**config.mk**
```make
export PLATFORM = sky130hd
export DESIGN_NAME = servo_angle_to_pulse_ramp_top
export DESIGN_NICKNAME = d
export VERILOG_FILES = /design/src/design/sapr_pkg.sv /design/src/design/sapr_div.sv /design/src/design/sapr_ctrl.sv /design/src/design/sapr_dp.sv /design/src/design/servo_angle_to_pulse_ramp_top.sv
export SDC_FILE = /design/constraint.sdc
export NUM_CORES = 2
export LEC_CHECK = 0
export BUFFER_PORTS_ARGS = -buffer_cell sky130_fd_sc_hd__buf_2
export CORE_UTILIZATION = 65
export CTS_CLUSTER_SIZE = 28
export DETAILED_ROUTE_END_ITERATION = 8
export GPL_ROUTABILITY_DRIVEN = 0
export PLACE_DENSITY_LB_ADDON = 0.12
export SLEW_MARGIN = 10
export SYNTH_ARGS = -nofsm -noshare
export SYNTH_HDL_FRONTEND = slang
export SYNTH_SLANG_ARGS = --single-unit
```
**constraint.sdc**
```tcl
create_clock -name clk -period 19.8 [get_ports clk]
set_input_delay 3.96 -clock clk [delete_from_list [all_inputs] [get_ports clk]]
set_output_delay 3.96 -clock clk [all_outputs]
set_load 0.05 [all_outputs]
```
**src/design/sapr_pkg.sv**
```systemverilog
`default_nettype none

package sapr_pkg;

	// Command codes.
	localparam logic [2:0] ACT_ABS   = 3'd0;
	localparam logic [2:0] ACT_REL   = 3'd1;
	localparam logic [2:0] ACT_MOVE  = 3'd2;
	localparam logic [2:0] ACT_TICK  = 3'd3;
	localparam logic [2:0] ACT_PULSE = 3'd4;

	// Configuration register indexes.
	localparam int CFG_IDX_W = 3;
	localparam logic [CFG_IDX_W-1:0] CFG_MIN_ANGLE = 3'd0;
	localparam logic [CFG_IDX_W-1:0] CFG_MAX_ANGLE = 3'd1;
	localparam logic [CFG_IDX_W-1:0] CFG_MIN_PULSE = 3'd2;
	localparam logic [CFG_IDX_W-1:0] CFG_MAX_PULSE = 3'd3;
	localparam logic [CFG_IDX_W-1:0] CFG_PERIOD    = 3'd4;
	localparam int CFG_DATA_W = 16;

	// Reset values.
	localparam logic signed [15:0] RST_MIN_ANGLE = 16'sd0;
	localparam logic signed [15:0] RST_MAX_ANGLE = 16'sd18000;
	localparam logic [15:0] RST_MIN_PULSE = 16'd500;
	localparam logic [15:0] RST_MAX_PULSE = 16'd2500;
	localparam logic [15:0] RST_PERIOD    = 16'd19999;

	// Shared divider geometry.
	localparam int DIV_NUM_W         = 50;
	localparam int DIV_DEN_W         = 17;
	localparam int DIV_SHORT_W       = 34;
	localparam int DIV_BITS_PER_STEP = 2;
	localparam int DIV_LONG_STEPS    = DIV_NUM_W / DIV_BITS_PER_STEP;
	localparam int DIV_SHORT_STEPS   = DIV_SHORT_W / DIV_BITS_PER_STEP;
	localparam int DIV_CNT_W         = $clog2(DIV_LONG_STEPS + 1);

	typedef struct packed {
		logic [2:0]         action;
		logic               forward;
		logic signed [15:0] angle_value;
		logic [15:0]        move_time;
		logic [15:0]        pulse_value;
	} in_item_t;

	typedef struct packed {
		logic [15:0]        pulse_width;
		logic signed [15:0] current_angle;
		logic               move_done;
	} out_item_t;

	typedef enum logic [4:0] {
		ST_IDLE,
		ST_ABS,
		ST_REL,
		ST_MSET,
		ST_MCHK,
		ST_MMUL,
		ST_MDIV_GO,
		ST_MDIV_WAIT,
		ST_MSUB,
		ST_TGT,
		ST_CLAMP,
		ST_MAP_MUL,
		ST_MAP_GO,
		ST_MAP_WAIT,
		ST_MAP_END,
		ST_FLAT,
		ST_PV,
		ST_DRIVE,
		ST_TICK,
		ST_EMIT
	} state_t;

	typedef enum logic [4:0] {
		OP_NONE,
		OP_LOAD,
		OP_ABS,
		OP_REL,
		OP_MSET,
		OP_MMUL,
		OP_MSUB,
		OP_TGT,
		OP_CLAMP,
		OP_MAP_MUL,
		OP_MAP_GO,
		OP_MAP_END,
		OP_FLAT,
		OP_PV,
		OP_DRIVE,
		OP_TICK,
		OP_EMIT
	} dp_op_t;

	typedef struct packed {
		dp_op_t op;
		logic   div_start;
		logic   div_long;
	} cmd_t;

	typedef struct packed {
		logic move_fin;
		logic range_pos;
		logic div_busy;
		logic out_free;
	} sts_t;

endpackage

`default_nettype wire

```
**src/design/sapr_div.sv**
```systemverilog
`default_nettype none

// Restoring unsigned divider, two quotient bits per cycle.
// The short mode takes a narrower dividend and needs fewer steps.
module sapr_div (
	input  logic                           clk,
	input  logic                           arst_n,
	input  logic                           start,
	input  logic                           long_mode,
	input  logic [sapr_pkg::DIV_NUM_W-1:0] num,
	input  logic [sapr_pkg::DIV_DEN_W-1:0] den,
	output logic                           busy,
	output logic [sapr_pkg::DIV_NUM_W-1:0] quo
);

	localparam int NumW = sapr_pkg::DIV_NUM_W;
	localparam int DenW = sapr_pkg::DIV_DEN_W;
	localparam int ShortW = sapr_pkg::DIV_SHORT_W;
	localparam int CntW = sapr_pkg::DIV_CNT_W;

	logic [CntW-1:0] cnt_q;
	logic [NumW-1:0] nq_q, nq_d;
	logic [DenW-1:0] rem_q, rem_d, den_q;
	logic [DenW:0]   trial;

	always_comb begin
		nq_d = nq_q;
		rem_d = rem_q;
		trial = '0;
		for (int i = 0; i < sapr_pkg::DIV_BITS_PER_STEP; i++) begin
			trial = {rem_d, nq_d[NumW-1]};
			nq_d = {nq_d[NumW-2:0], 1'b0};
			if (trial >= {1'b0, den_q}) begin
				rem_d = DenW'(trial - {1'b0, den_q});
				nq_d[0] = 1'b1;
			end else begin
				rem_d = trial[DenW-1:0];
			end
		end
	end

	always_ff @(posedge clk or negedge arst_n) begin
		if (!arst_n) begin
			cnt_q <= '0;
		end else if (start) begin
			cnt_q <= long_mode ? CntW'(sapr_pkg::DIV_LONG_STEPS)
				: CntW'(sapr_pkg::DIV_SHORT_STEPS);
		end else if (cnt_q != '0) begin
			cnt_q <= cnt_q - CntW'(1);
		end
	end

	always_ff @(posedge clk) begin
		if (start) begin
			nq_q <= long_mode ? num : {num[ShortW-1:0], {(NumW - ShortW){1'b0}}};
			rem_q <= '0;
			den_q <= den;
		end else if (cnt_q != '0) begin
			nq_q <= nq_d;
			rem_q <= rem_d;
		end
	end

	assign busy = (cnt_q != '0);
	assign quo = nq_q;

endmodule

`default_nettype wire

```
**src/design/sapr_ctrl.sv**
```systemverilog
`default_nettype none

// Sequencer: walks one command through the datapath steps.
module sapr_ctrl (
	input  logic                  clk,
	input  logic                  arst_n,
	input  logic                  in_valid,
	input  logic [2:0]            in_action,
	output logic                  in_stall,
	input  sapr_pkg::sts_t        sts,
	output sapr_pkg::cmd_t        cmd
);

	sapr_pkg::state_t state_q, state_d;

	always_ff @(posedge clk or negedge arst_n) begin
		if (!arst_n) begin
			state_q <= sapr_pkg::ST_IDLE;
		end else begin
			state_q <= state_d;
		end
	end

	always_comb begin
		state_d = state_q;
		case (state_q)
			sapr_pkg::ST_IDLE: begin
				if (in_valid) begin
					case (in_action)
						sapr_pkg::ACT_ABS:   state_d = sapr_pkg::ST_ABS;
						sapr_pkg::ACT_REL:   state_d = sapr_pkg::ST_REL;
						sapr_pkg::ACT_MOVE:  state_d = sapr_pkg::ST_MSET;
						sapr_pkg::ACT_TICK:  state_d = sapr_pkg::ST_TICK;
						sapr_pkg::ACT_PULSE: state_d = sapr_pkg::ST_PV;
						default:             state_d = sapr_pkg::ST_EMIT;
					endcase
				end
			end
			sapr_pkg::ST_ABS:     state_d = sapr_pkg::ST_CLAMP;
			sapr_pkg::ST_REL:     state_d = sapr_pkg::ST_CLAMP;
			sapr_pkg::ST_MSET:    state_d = sapr_pkg::ST_MCHK;
			sapr_pkg::ST_MCHK: begin
				state_d = sts.move_fin ? sapr_pkg::ST_TGT : sapr_pkg::ST_MMUL;
			end
			sapr_pkg::ST_MMUL:    state_d = sapr_pkg::ST_MDIV_GO;
			sapr_pkg::ST_MDIV_GO: state_d = sapr_pkg::ST_MDIV_WAIT;
			sapr_pkg::ST_MDIV_WAIT: begin
				if (!sts.div_busy) begin
					state_d = sapr_pkg::ST_MSUB;
				end
			end
			sapr_pkg::ST_MSUB:    state_d = sapr_pkg::ST_CLAMP;
			sapr_pkg::ST_TGT:     state_d = sapr_pkg::ST_CLAMP;
			sapr_pkg::ST_CLAMP: begin
				state_d = sts.range_pos ? sapr_pkg::ST_MAP_MUL : sapr_pkg::ST_FLAT;
			end
			sapr_pkg::ST_MAP_MUL: state_d = sapr_pkg::ST_MAP_GO;
			sapr_pkg::ST_MAP_GO:  state_d = sapr_pkg::ST_MAP_WAIT;
			sapr_pkg::ST_MAP_WAIT: begin
				if (!sts.div_busy) begin
					state_d = sapr_pkg::ST_MAP_END;
				end
			end
			sapr_pkg::ST_MAP_END: state_d = sapr_pkg::ST_DRIVE;
			sapr_pkg::ST_FLAT:    state_d = sapr_pkg::ST_DRIVE;
			sapr_pkg::ST_PV:      state_d = sapr_pkg::ST_DRIVE;
			sapr_pkg::ST_DRIVE:   state_d = sapr_pkg::ST_EMIT;
			sapr_pkg::ST_TICK:    state_d = sapr_pkg::ST_EMIT;
			sapr_pkg::ST_EMIT: begin
				if (sts.out_free) begin
					state_d = sapr_pkg::ST_IDLE;
				end
			end
			default:              state_d = sapr_pkg::ST_IDLE;
		endcase
	end

	always_comb begin
		cmd.op = sapr_pkg::OP_NONE;
		cmd.div_start = 1'b0;
		cmd.div_long = 1'b0;
		case (state_q)
			sapr_pkg::ST_IDLE: begin
				if (in_valid) begin
					cmd.op = sapr_pkg::OP_LOAD;
				end
			end
			sapr_pkg::ST_ABS:     cmd.op = sapr_pkg::OP_ABS;
			sapr_pkg::ST_REL:     cmd.op = sapr_pkg::OP_REL;
			sapr_pkg::ST_MSET:    cmd.op = sapr_pkg::OP_MSET;
			sapr_pkg::ST_MMUL:    cmd.op = sapr_pkg::OP_MMUL;
			sapr_pkg::ST_MDIV_GO: begin
				cmd.div_start = 1'b1;
				cmd.div_long = 1'b1;
			end
			sapr_pkg::ST_MSUB:    cmd.op = sapr_pkg::OP_MSUB;
			sapr_pkg::ST_TGT:     cmd.op = sapr_pkg::OP_TGT;
			sapr_pkg::ST_CLAMP:   cmd.op = sapr_pkg::OP_CLAMP;
			sapr_pkg::ST_MAP_MUL: cmd.op = sapr_pkg::OP_MAP_MUL;
			sapr_pkg::ST_MAP_GO: begin
				cmd.op = sapr_pkg::OP_MAP_GO;
				cmd.div_start = 1'b1;
			end
			sapr_pkg::ST_MAP_END: cmd.op = sapr_pkg::OP_MAP_END;
			sapr_pkg::ST_FLAT:    cmd.op = sapr_pkg::OP_FLAT;
			sapr_pkg::ST_PV:      cmd.op = sapr_pkg::OP_PV;
			sapr_pkg::ST_DRIVE:   cmd.op = sapr_pkg::OP_DRIVE;
			sapr_pkg::ST_TICK:    cmd.op = sapr_pkg::OP_TICK;
			sapr_pkg::ST_EMIT: begin
				if (sts.out_free) begin
					cmd.op = sapr_pkg::OP_EMIT;
				end
			end
			default:              cmd.op = sapr_pkg::OP_NONE;
		endcase
	end

	assign in_stall = (state_q != sapr_pkg::ST_IDLE);

endmodule

`default_nettype wire

```
**src/design/sapr_dp.sv**
```systemverilog
`default_nettype none

// Datapath: configuration, servo state, working registers, output register.
module sapr_dp (
	input  logic                               clk,
	input  logic                               arst_n,
	input  logic                               cfg_we,
	input  logic [sapr_pkg::CFG_IDX_W-1:0]     cfg_index,
	input  logic [sapr_pkg::CFG_DATA_W-1:0]    cfg_data,
	input  sapr_pkg::in_item_t                 in_data,
	input  sapr_pkg::cmd_t                     cmd,
	output sapr_pkg::sts_t                     sts,
	output logic                               out_valid,
	input  logic                               out_stall,
	output sapr_pkg::out_item_t                out_data
);

	localparam int NumW = sapr_pkg::DIV_NUM_W;
	localparam int DenW = sapr_pkg::DIV_DEN_W;
	localparam int ShortW = sapr_pkg::DIV_SHORT_W;

	function automatic logic signed [15:0] clamp_angle(input logic signed [NumW-1:0] a,
		input logic signed [15:0] lo, input logic signed [15:0] hi);
		logic signed [NumW-1:0] lo_w;
		logic signed [NumW-1:0] hi_w;
		logic signed [NumW-1:0] r;
		lo_w = NumW'(lo);
		hi_w = NumW'(hi);
		if (a < lo_w) begin
			r = lo_w;
		end else if (hi_w < a) begin
			r = hi_w;
		end else begin
			r = a;
		end
		return r[15:0];
	endfunction

	// Configuration registers.
	logic signed [15:0] min_angle_q, max_angle_q;
	logic [15:0]        min_pulse_q, max_pulse_q, period_q;

	// Servo state.
	logic signed [15:0] angle_now_q, target_q;
	logic [15:0]        pulse_now_q, dur_q;
	logic [31:0]        end_tick_q, tick_q;
	logic signed [16:0] span_q;

	// Working registers.
	sapr_pkg::in_item_t     cmd_q;
	logic signed [NumW-1:0] ang_q;
	logic signed [NumW-1:0] prod_q;
	logic                   neg_q;
	logic                   done_q;
	logic [15:0]            pmap_q;
	sapr_pkg::out_item_t    out_q;
	logic                   out_valid_q;

	logic signed [16:0]     av_dir;
	logic signed [17:0]     rel_sum;
	logic signed [15:0]     tgt_w;
	logic                   move_new;
	logic [31:0]            rem_ticks;
	logic signed [32:0]     rem_s;
	logic signed [NumW-1:0] move_prod;
	logic signed [16:0]     range_w;
	logic signed [16:0]     ang_off;
	logic signed [16:0]     pulse_span;
	logic signed [33:0]     map_prod;
	logic signed [35:0]     map_num;
	logic [35:0]            map_mag;
	logic [NumW-1:0]        abs_prod;
	logic [NumW-1:0]        div_num;
	logic [DenW-1:0]        div_den;
	logic                   div_busy;
	logic [NumW-1:0]        quo;
	logic signed [NumW-1:0] quo_signed;
	logic signed [17:0]     map_q;
	logic signed [18:0]     mapped;
	logic [15:0]            mapped_sat;
	logic [15:0]            lim_hi, lim_lo, pulse_lim;
	logic                   out_free;

	assign av_dir = cmd_q.forward ? 17'(cmd_q.angle_value) : -17'(cmd_q.angle_value);
	assign rel_sum = 18'(angle_now_q) + 18'(av_dir);

	assign tgt_w = clamp_angle(NumW'(cmd_q.angle_value), min_angle_q, max_angle_q);
	assign move_new = (tgt_w != target_q) || (cmd_q.move_time != dur_q);

	// Ticks left until the move ends, times the stored span.
	assign rem_ticks = end_tick_q - tick_q;
	assign rem_s = signed'({1'b0, rem_ticks});
	assign move_prod = rem_s * span_q;

	assign range_w = 17'(max_angle_q) - 17'(min_angle_q);
	assign ang_off = 17'(angle_now_q) - 17'(min_angle_q);
	assign pulse_span = signed'({1'b0, max_pulse_q}) - signed'({1'b0, min_pulse_q});
	assign map_prod = ang_off * pulse_span;

	// Half-up rounding as floor((2n + D) / 2D); a negative dividend is
	// complemented before the unsigned divide and the quotient after it.
	assign map_num = (36'(prod_q) <<< 1) + 36'(range_w);
	assign map_mag = map_num[35] ? ~map_num : map_num;
	assign abs_prod = prod_q[NumW-1] ? NumW'(-prod_q) : NumW'(prod_q);

	assign div_num = cmd.div_long ? abs_prod : {{(NumW - ShortW){1'b0}}, map_mag[ShortW-1:0]};
	assign div_den = cmd.div_long ? DenW'(dur_q) : {range_w[15:0], 1'b0};

	sapr_div u_div (
		.clk       (clk),
		.arst_n    (arst_n),
		.start     (cmd.div_start),
		.long_mode (cmd.div_long),
		.num       (div_num),
		.den       (div_den),
		.busy      (div_busy),
		.quo       (quo)
	);

	assign quo_signed = neg_q ? -signed'(quo) : signed'(quo);

	assign map_q = neg_q ? ~signed'({1'b0, quo[16:0]}) : signed'({1'b0, quo[16:0]});
	assign mapped = signed'({3'b000, min_pulse_q}) + 19'(map_q);
	always_comb begin
		if (mapped < 19'sd0) begin
			mapped_sat = 16'd0;
		end else if (mapped > 19'sd65535) begin
			mapped_sat = 16'hFFFF;
		end else begin
			mapped_sat = mapped[15:0];
		end
	end

	assign lim_hi = (max_pulse_q < period_q) ? max_pulse_q : period_q;
	assign lim_lo = (min_pulse_q < lim_hi) ? min_pulse_q : lim_hi;
	always_comb begin
		if (pmap_q < lim_lo) begin
			pulse_lim = lim_lo;
		end else if (lim_hi < pmap_q) begin
			pulse_lim = lim_hi;
		end else begin
			pulse_lim = pmap_q;
		end
	end

	assign out_free = !out_valid_q || !out_stall;

	assign sts.move_fin = (dur_q == 16'd0) || (end_tick_q <= tick_q);
	assign sts.range_pos = !range_w[16] && (range_w != 17'sd0);
	assign sts.div_busy = div_busy;
	assign sts.out_free = out_free;

	always_ff @(posedge clk or negedge arst_n) begin
		if (!arst_n) begin
			min_angle_q <= sapr_pkg::RST_MIN_ANGLE;
			max_angle_q <= sapr_pkg::RST_MAX_ANGLE;
			min_pulse_q <= sapr_pkg::RST_MIN_PULSE;
			max_pulse_q <= sapr_pkg::RST_MAX_PULSE;
			period_q <= sapr_pkg::RST_PERIOD;
		end else if (cfg_we) begin
			case (cfg_index)
				sapr_pkg::CFG_MIN_ANGLE: min_angle_q <= signed'(cfg_data);
				sapr_pkg::CFG_MAX_ANGLE: max_angle_q <= signed'(cfg_data);
				sapr_pkg::CFG_MIN_PULSE: min_pulse_q <= cfg_data;
				sapr_pkg::CFG_MAX_PULSE: max_pulse_q <= cfg_data;
				sapr_pkg::CFG_PERIOD:    period_q <= cfg_data;
				default: ;
			endcase
		end
	end

	always_ff @(posedge clk or negedge arst_n) begin
		if (!arst_n) begin
			angle_now_q <= '0;
			pulse_now_q <= sapr_pkg::RST_MIN_PULSE;
			target_q <= '0;
			dur_q <= '0;
			end_tick_q <= '0;
			span_q <= '0;
			tick_q <= '0;
		end else begin
			case (cmd.op)
				sapr_pkg::OP_MSET: begin
					if (move_new) begin
						target_q <= tgt_w;
						dur_q <= cmd_q.move_time;
						end_tick_q <= tick_q + 32'(cmd_q.move_time);
						span_q <= 17'(tgt_w) - 17'(angle_now_q);
					end
				end
				sapr_pkg::OP_CLAMP: angle_now_q <= clamp_angle(ang_q, min_angle_q, max_angle_q);
				sapr_pkg::OP_DRIVE: pulse_now_q <= pulse_lim;
				sapr_pkg::OP_TICK:  tick_q <= tick_q + 32'd1;
				default: ;
			endcase
		end
	end

	always_ff @(posedge clk) begin
		case (cmd.op)
			sapr_pkg::OP_LOAD: begin
				cmd_q <= in_data;
				done_q <= 1'b0;
			end
			sapr_pkg::OP_ABS:     ang_q <= NumW'(av_dir);
			sapr_pkg::OP_REL:     ang_q <= NumW'(rel_sum);
			sapr_pkg::OP_MMUL: begin
				prod_q <= move_prod;
				neg_q <= move_prod[NumW-1];
			end
			sapr_pkg::OP_MSUB:    ang_q <= NumW'(target_q) - quo_signed;
			sapr_pkg::OP_TGT: begin
				ang_q <= NumW'(target_q);
				done_q <= 1'b1;
			end
			sapr_pkg::OP_MAP_MUL: prod_q <= NumW'(map_prod);
			sapr_pkg::OP_MAP_GO:  neg_q <= map_num[35];
			sapr_pkg::OP_MAP_END: pmap_q <= mapped_sat;
			sapr_pkg::OP_FLAT:    pmap_q <= min_pulse_q;
			sapr_pkg::OP_PV:      pmap_q <= cmd_q.pulse_value;
			sapr_pkg::OP_EMIT: begin
				out_q.pulse_width <= pulse_now_q;
				out_q.current_angle <= angle_now_q;
				out_q.move_done <= done_q;
			end
			default: ;
		endcase
	end

	always_ff @(posedge clk or negedge arst_n) begin
		if (!arst_n) begin
			out_valid_q <= 1'b0;
		end else if (cmd.op == sapr_pkg::OP_EMIT) begin
			out_valid_q <= 1'b1;
		end else if (!out_stall) begin
			out_valid_q <= 1'b0;
		end
	end

	assign out_valid = out_valid_q;
	assign out_data = out_q;

endmodule

`default_nettype wire

```
**src/design/servo_angle_to_pulse_ramp_top.sv**
```systemverilog
// Servo angle to PWM compare value mapper with timed moves.
// Requests enter on in_valid/in_stall with an in_item_t payload; one result
// leaves per request on out_valid/out_stall with an out_item_t payload. A
// request is taken at a clock edge where in_valid is high and in_stall low.
// Configuration is a write port: cfg_we, cfg_index (0 min angle, 1 max angle,
// 2 min pulse, 3 max pulse, 4 counter period) and cfg_data; writes to other
// indexes are dropped. Write it only while no request is in flight.
// One request is worked at a time; the next is taken only once the result
// has gone into the output register. Unused codes go straight to the output
// step, a tick advances the tick count, a direct pulse is limited,
// and an angle is clamped and mapped onto the pulse range by the shared
// divider, which yields two quotient bits per cycle; an empty angle range
// skips the divide. A timed move still under way first interpolates its
// angle with the divider in its long mode; the mapping uses the short mode.
// Reset clears the servo state to angle 0, pulse 500, tick count 0, and loads
// the configuration defaults. When the receiver stalls, the finished result
// waits in the output register and a new request is still taken; it is then
// held in its last step until the output register frees up.
`default_nettype none

module servo_angle_to_pulse_ramp_top (
	input  logic                            clk,
	input  logic                            arst_n,
	input  logic                            in_valid,
	output logic                            in_stall,
	input  sapr_pkg::in_item_t              in_data,
	output logic                            out_valid,
	input  logic                            out_stall,
	output sapr_pkg::out_item_t             out_data,
	input  logic                            cfg_we,
	input  logic [sapr_pkg::CFG_IDX_W-1:0]  cfg_index,
	input  logic [sapr_pkg::CFG_DATA_W-1:0] cfg_data
);

	// Command and status between the sequencer and the datapath.
	sapr_pkg::cmd_t cmd;
	sapr_pkg::sts_t sts;

	// The sequencer steps through one request and holds in_stall high
	// until the result has been placed in the output register.
	sapr_ctrl u_ctrl (
		.clk       (clk),
		.arst_n    (arst_n),
		.in_valid  (in_valid),
		.in_action (in_data.action),
		.in_stall  (in_stall),
		.sts       (sts),
		.cmd       (cmd)
	);

	// The datapath keeps the configuration, the servo state, the shared
	// divider and the output register.
	sapr_dp u_dp (
		.clk       (clk),
		.arst_n    (arst_n),
		.cfg_we    (cfg_we),
		.cfg_index (cfg_index),
		.cfg_data  (cfg_data),
		.in_data   (in_data),
		.cmd       (cmd),
		.sts       (sts),
		.out_valid (out_valid),
		.out_stall (out_stall),
		.out_data  (out_data)
	);

endmodule

`default_nettype wire

```
==> results.cfg <==
[status]
status = complete, but fails checks
violations = design-rule violations

[global_routing]
grt_pass1_wl_um = 323800
grt_use_total_pct = 37.42
grt_max_degree = 72
grt_pass1_vias = 59200
antenna_found_initial = 5
gr-total-overflow = 0

[route]
first_pass_iters = 9
ant_nets = 0
via_count = 58760
initialDrtViolationCount = 5741
totalWireLength_um = 205600
drt-vias-per-instance = 6.261
drc = 1
wl_per_cell_um = 21.91

[synth]
ys_seq_area_share_pct = 20.12
synth_top_area_share_pct = 21.35
yosysTopAreaCell = fa_1
synth_ff_type = edfxtp_1
synth_edf_count = 267
syn_area_um2 = 71080
synthCells = 7901
synth_fp_nets = 9434
netlist_top_cells_area = fa_1 (21%), ha_1 (12%), edfxtp_1 (11%), dfrtp_1 (7.2%), inv_1 (6.2%)
ys_ff_latch = 520
synth_most_common_cell = inv_1
ys_top_cells_by_count = inv_1 (1173), nand2_1 (776), fa_1 (758)
syn_avg_cell_area_um2 = 8.997
yosysWarnings = 0
ys_async_sr_fraction_pct = 45.38
synth_cell_types = 91

[placed_design]
portBuffers = 110
dp_hpwl_um = 161400
dpl.cell_count = 9269
dpl_worst_slack_ns = 9.086

[finish]
post-route-util_pct = 70.05
syn_to_final_growth_pct = 6.236
final-instance-count-excl-fill = 9385
drive_gt1_share_pct = 7.420
layout.nets = 9460

[sta]
finClkSkew_ns = 0.06653
fin_ws_ns = 8.826
fin_crit_sh_pct = 55.42
setup_viol = 0
max-slew-margin-rel_pct = 18.73
fin_setup_tns_ns = 0
clock.fmax_mhz = 91.12
rsz0062_at_grt = false
slew_viol_final = 0
hold_viol_final = 0
fin_crit_ns = 10.97
worst_pin_slew_ns = 1.219

[clock_tree]
root_buffer = clkbuf_16
clkTransAtPathRegs_ns = 0.07
numCtsBuffers = 59
cts_max_level = 2
clk_latency_ns = 0.72
tritoncts = done
max-clock-path-buffers = 3
ctsHoldBuffers = 0
cts_setup_buffers = 0
cts_num_sinks = 520
cts_resized = 0

[setup_path]
worstPathRequired_ns = 20.30
cp_common_cell = fa_1
critical_path_class = reg -> reg
slowest_delay_ns = 0.89
cp.arrival_ns = 11.47
r2r_setup_slack_ns = 8.83
startpoint_type = register
end_kind = register
path_max_fanout = 14
cpMaxStageDelayCell = o31ai_2

[floorplanning]
dieArea_um2 = 110700
ios = 111
core_um2 = 107800
rows = 120
die_x_um = 332.7
initial_core_util_pct = 65.94
die_h_um = 332.7

[min_path]
min_path_type = reg -> reg

[job]
cap_violations = 0
## critical path: cells and delay by family (launching register included)
family          cells  cell delay (ns)
compound gates     15             4.46
xor+xnor            1             0.33
fa+ha+maj           9             4.40
buf+inv             2             0.13
flops               1             0.51
simple gates        5             0.92
## path summary, 6_finish.rpt
| kind | end | from | cells after the start |
|---|---|---|---|
| worst max register to register | u_dp.prod_q[38]$_DFFE_PP_ | u_dp.min_angle_q[0]$_DFFE_PN0P_ | 32 |
| worst max-delay path | u_dp.prod_q[38]$_DFFE_PP_ | u_dp.min_angle_q[0]$_DFFE_PN0P_ | 32 |
| worst min-delay path | u_dp.out_data[0]$_DFFE_PP_ | u_dp.done_q$_DFFE_PP_ | 0 |
| max in group asynchronous | u_dp.span_q[12]$_DFFE_PN0P_ | arst_n | 3 |
| worst min register to register | u_dp.out_data[0]$_DFFE_PP_ | u_dp.done_q$_DFFE_PP_ | 0 |
| min in group asynchronous | u_dp.pulse_now_q[3]$_DFFE_PN0N_ | arst_n | 1 |
## metrics by stage
step	hold WS, ns	cell area, µm²
finish	0.4327	75510
floorplan	0.4003	71080
global route	0.4410	75500
global placement	0.4010	73480
CTS	0.4295	75500
detailed placement	0.4136	73480
## placed cells by master, fill, tap and decap left out, types with 33 or more instances in the layout
master     synthesis  final
or3_1             44     43
inv_1           1173   1172
a21oi_1          389    385
dfrtp_1          205    205
nor3_1           115    108
nand2b_1          84     84
o22ai_1           43     42
nand2_1          776    776
a31oi_1           53     52
nand3_1          113    113
buf_2              8    109
nor2_1           407    404
o211ai_1          35     35
edfxtp_1         267    267
o21a_1            58     58
fa_1             758    758
a211oi_1          45     43
mux2i_1           80     80
clkbuf_16          0     60
o21ai_0          425    425
and3_1            56     55
xor2_1           212    209
nor3b_1           36     33
a21o_1           202    202
xnor2_1          297    294
ha_1             699    699
nand4_1           69     69
buf_4              9    131
o31ai_1           46     45
nor2b_1          102    102
a21boi_0          34     34
and2_1           260    260
mux2_2           129    129
## sequential cells by signal, summed over array words and instances, names as in the netlist, 17 cells and up
register and flops:
u_dp.ang_q 50, u_dp.cmd_q 49, u_dp.end_tick_q 32, u_dp.out_data 33, u_dp.prod_q 50, u_dp.span_q 17, u_dp.tick_q 32, u_dp.u_div.den_q 17
u_dp.u_div.quo 50, u_dp.u_div.rem_q 17
## final cells by class
cell class              instances  area (µm²)
inverters                    1174        4407
well taps                    1403        1755
multi-input cells            5931       51480
clock inverters                33       364.1
flip-flops and latches        520       14300
repair buffers                241        1544
fillers                      8463       32290
diodes                          4       10.01
clock buffers                  79        1653
## cell families (layout without fill, tap and decap cells)
family	Yosys count	after routing	synth area share, %
adder cells (fa/ha/maj)	1457	1457	33.65
AND/OR/NAND/NOR	2170	2170	14.89
other	0	4	0
AO/OA/AOI/OAI	1581	1581	14.04
buffers and inverters	1450	1527	7.729
multiplexers	211	211	3.202
flip-flops	520	520	20.12
XOR/XNOR	512	512	6.367
## per-layer routing
metal / vias to the layer above / global-route usage, % / share of wire, %
met3: 763 / 7.929 / 10
met2: 2880 / 59.45 / 45
met1: 28600 / 47.99 / 38
met5: - / 0 / 0.017
met4: 6 / 20.11 / 6.4
li1: 26520 / - / -
Power is not shown: default switching activity piles up to over one toggle a cycle in this logic, so the estimate is an artifact.
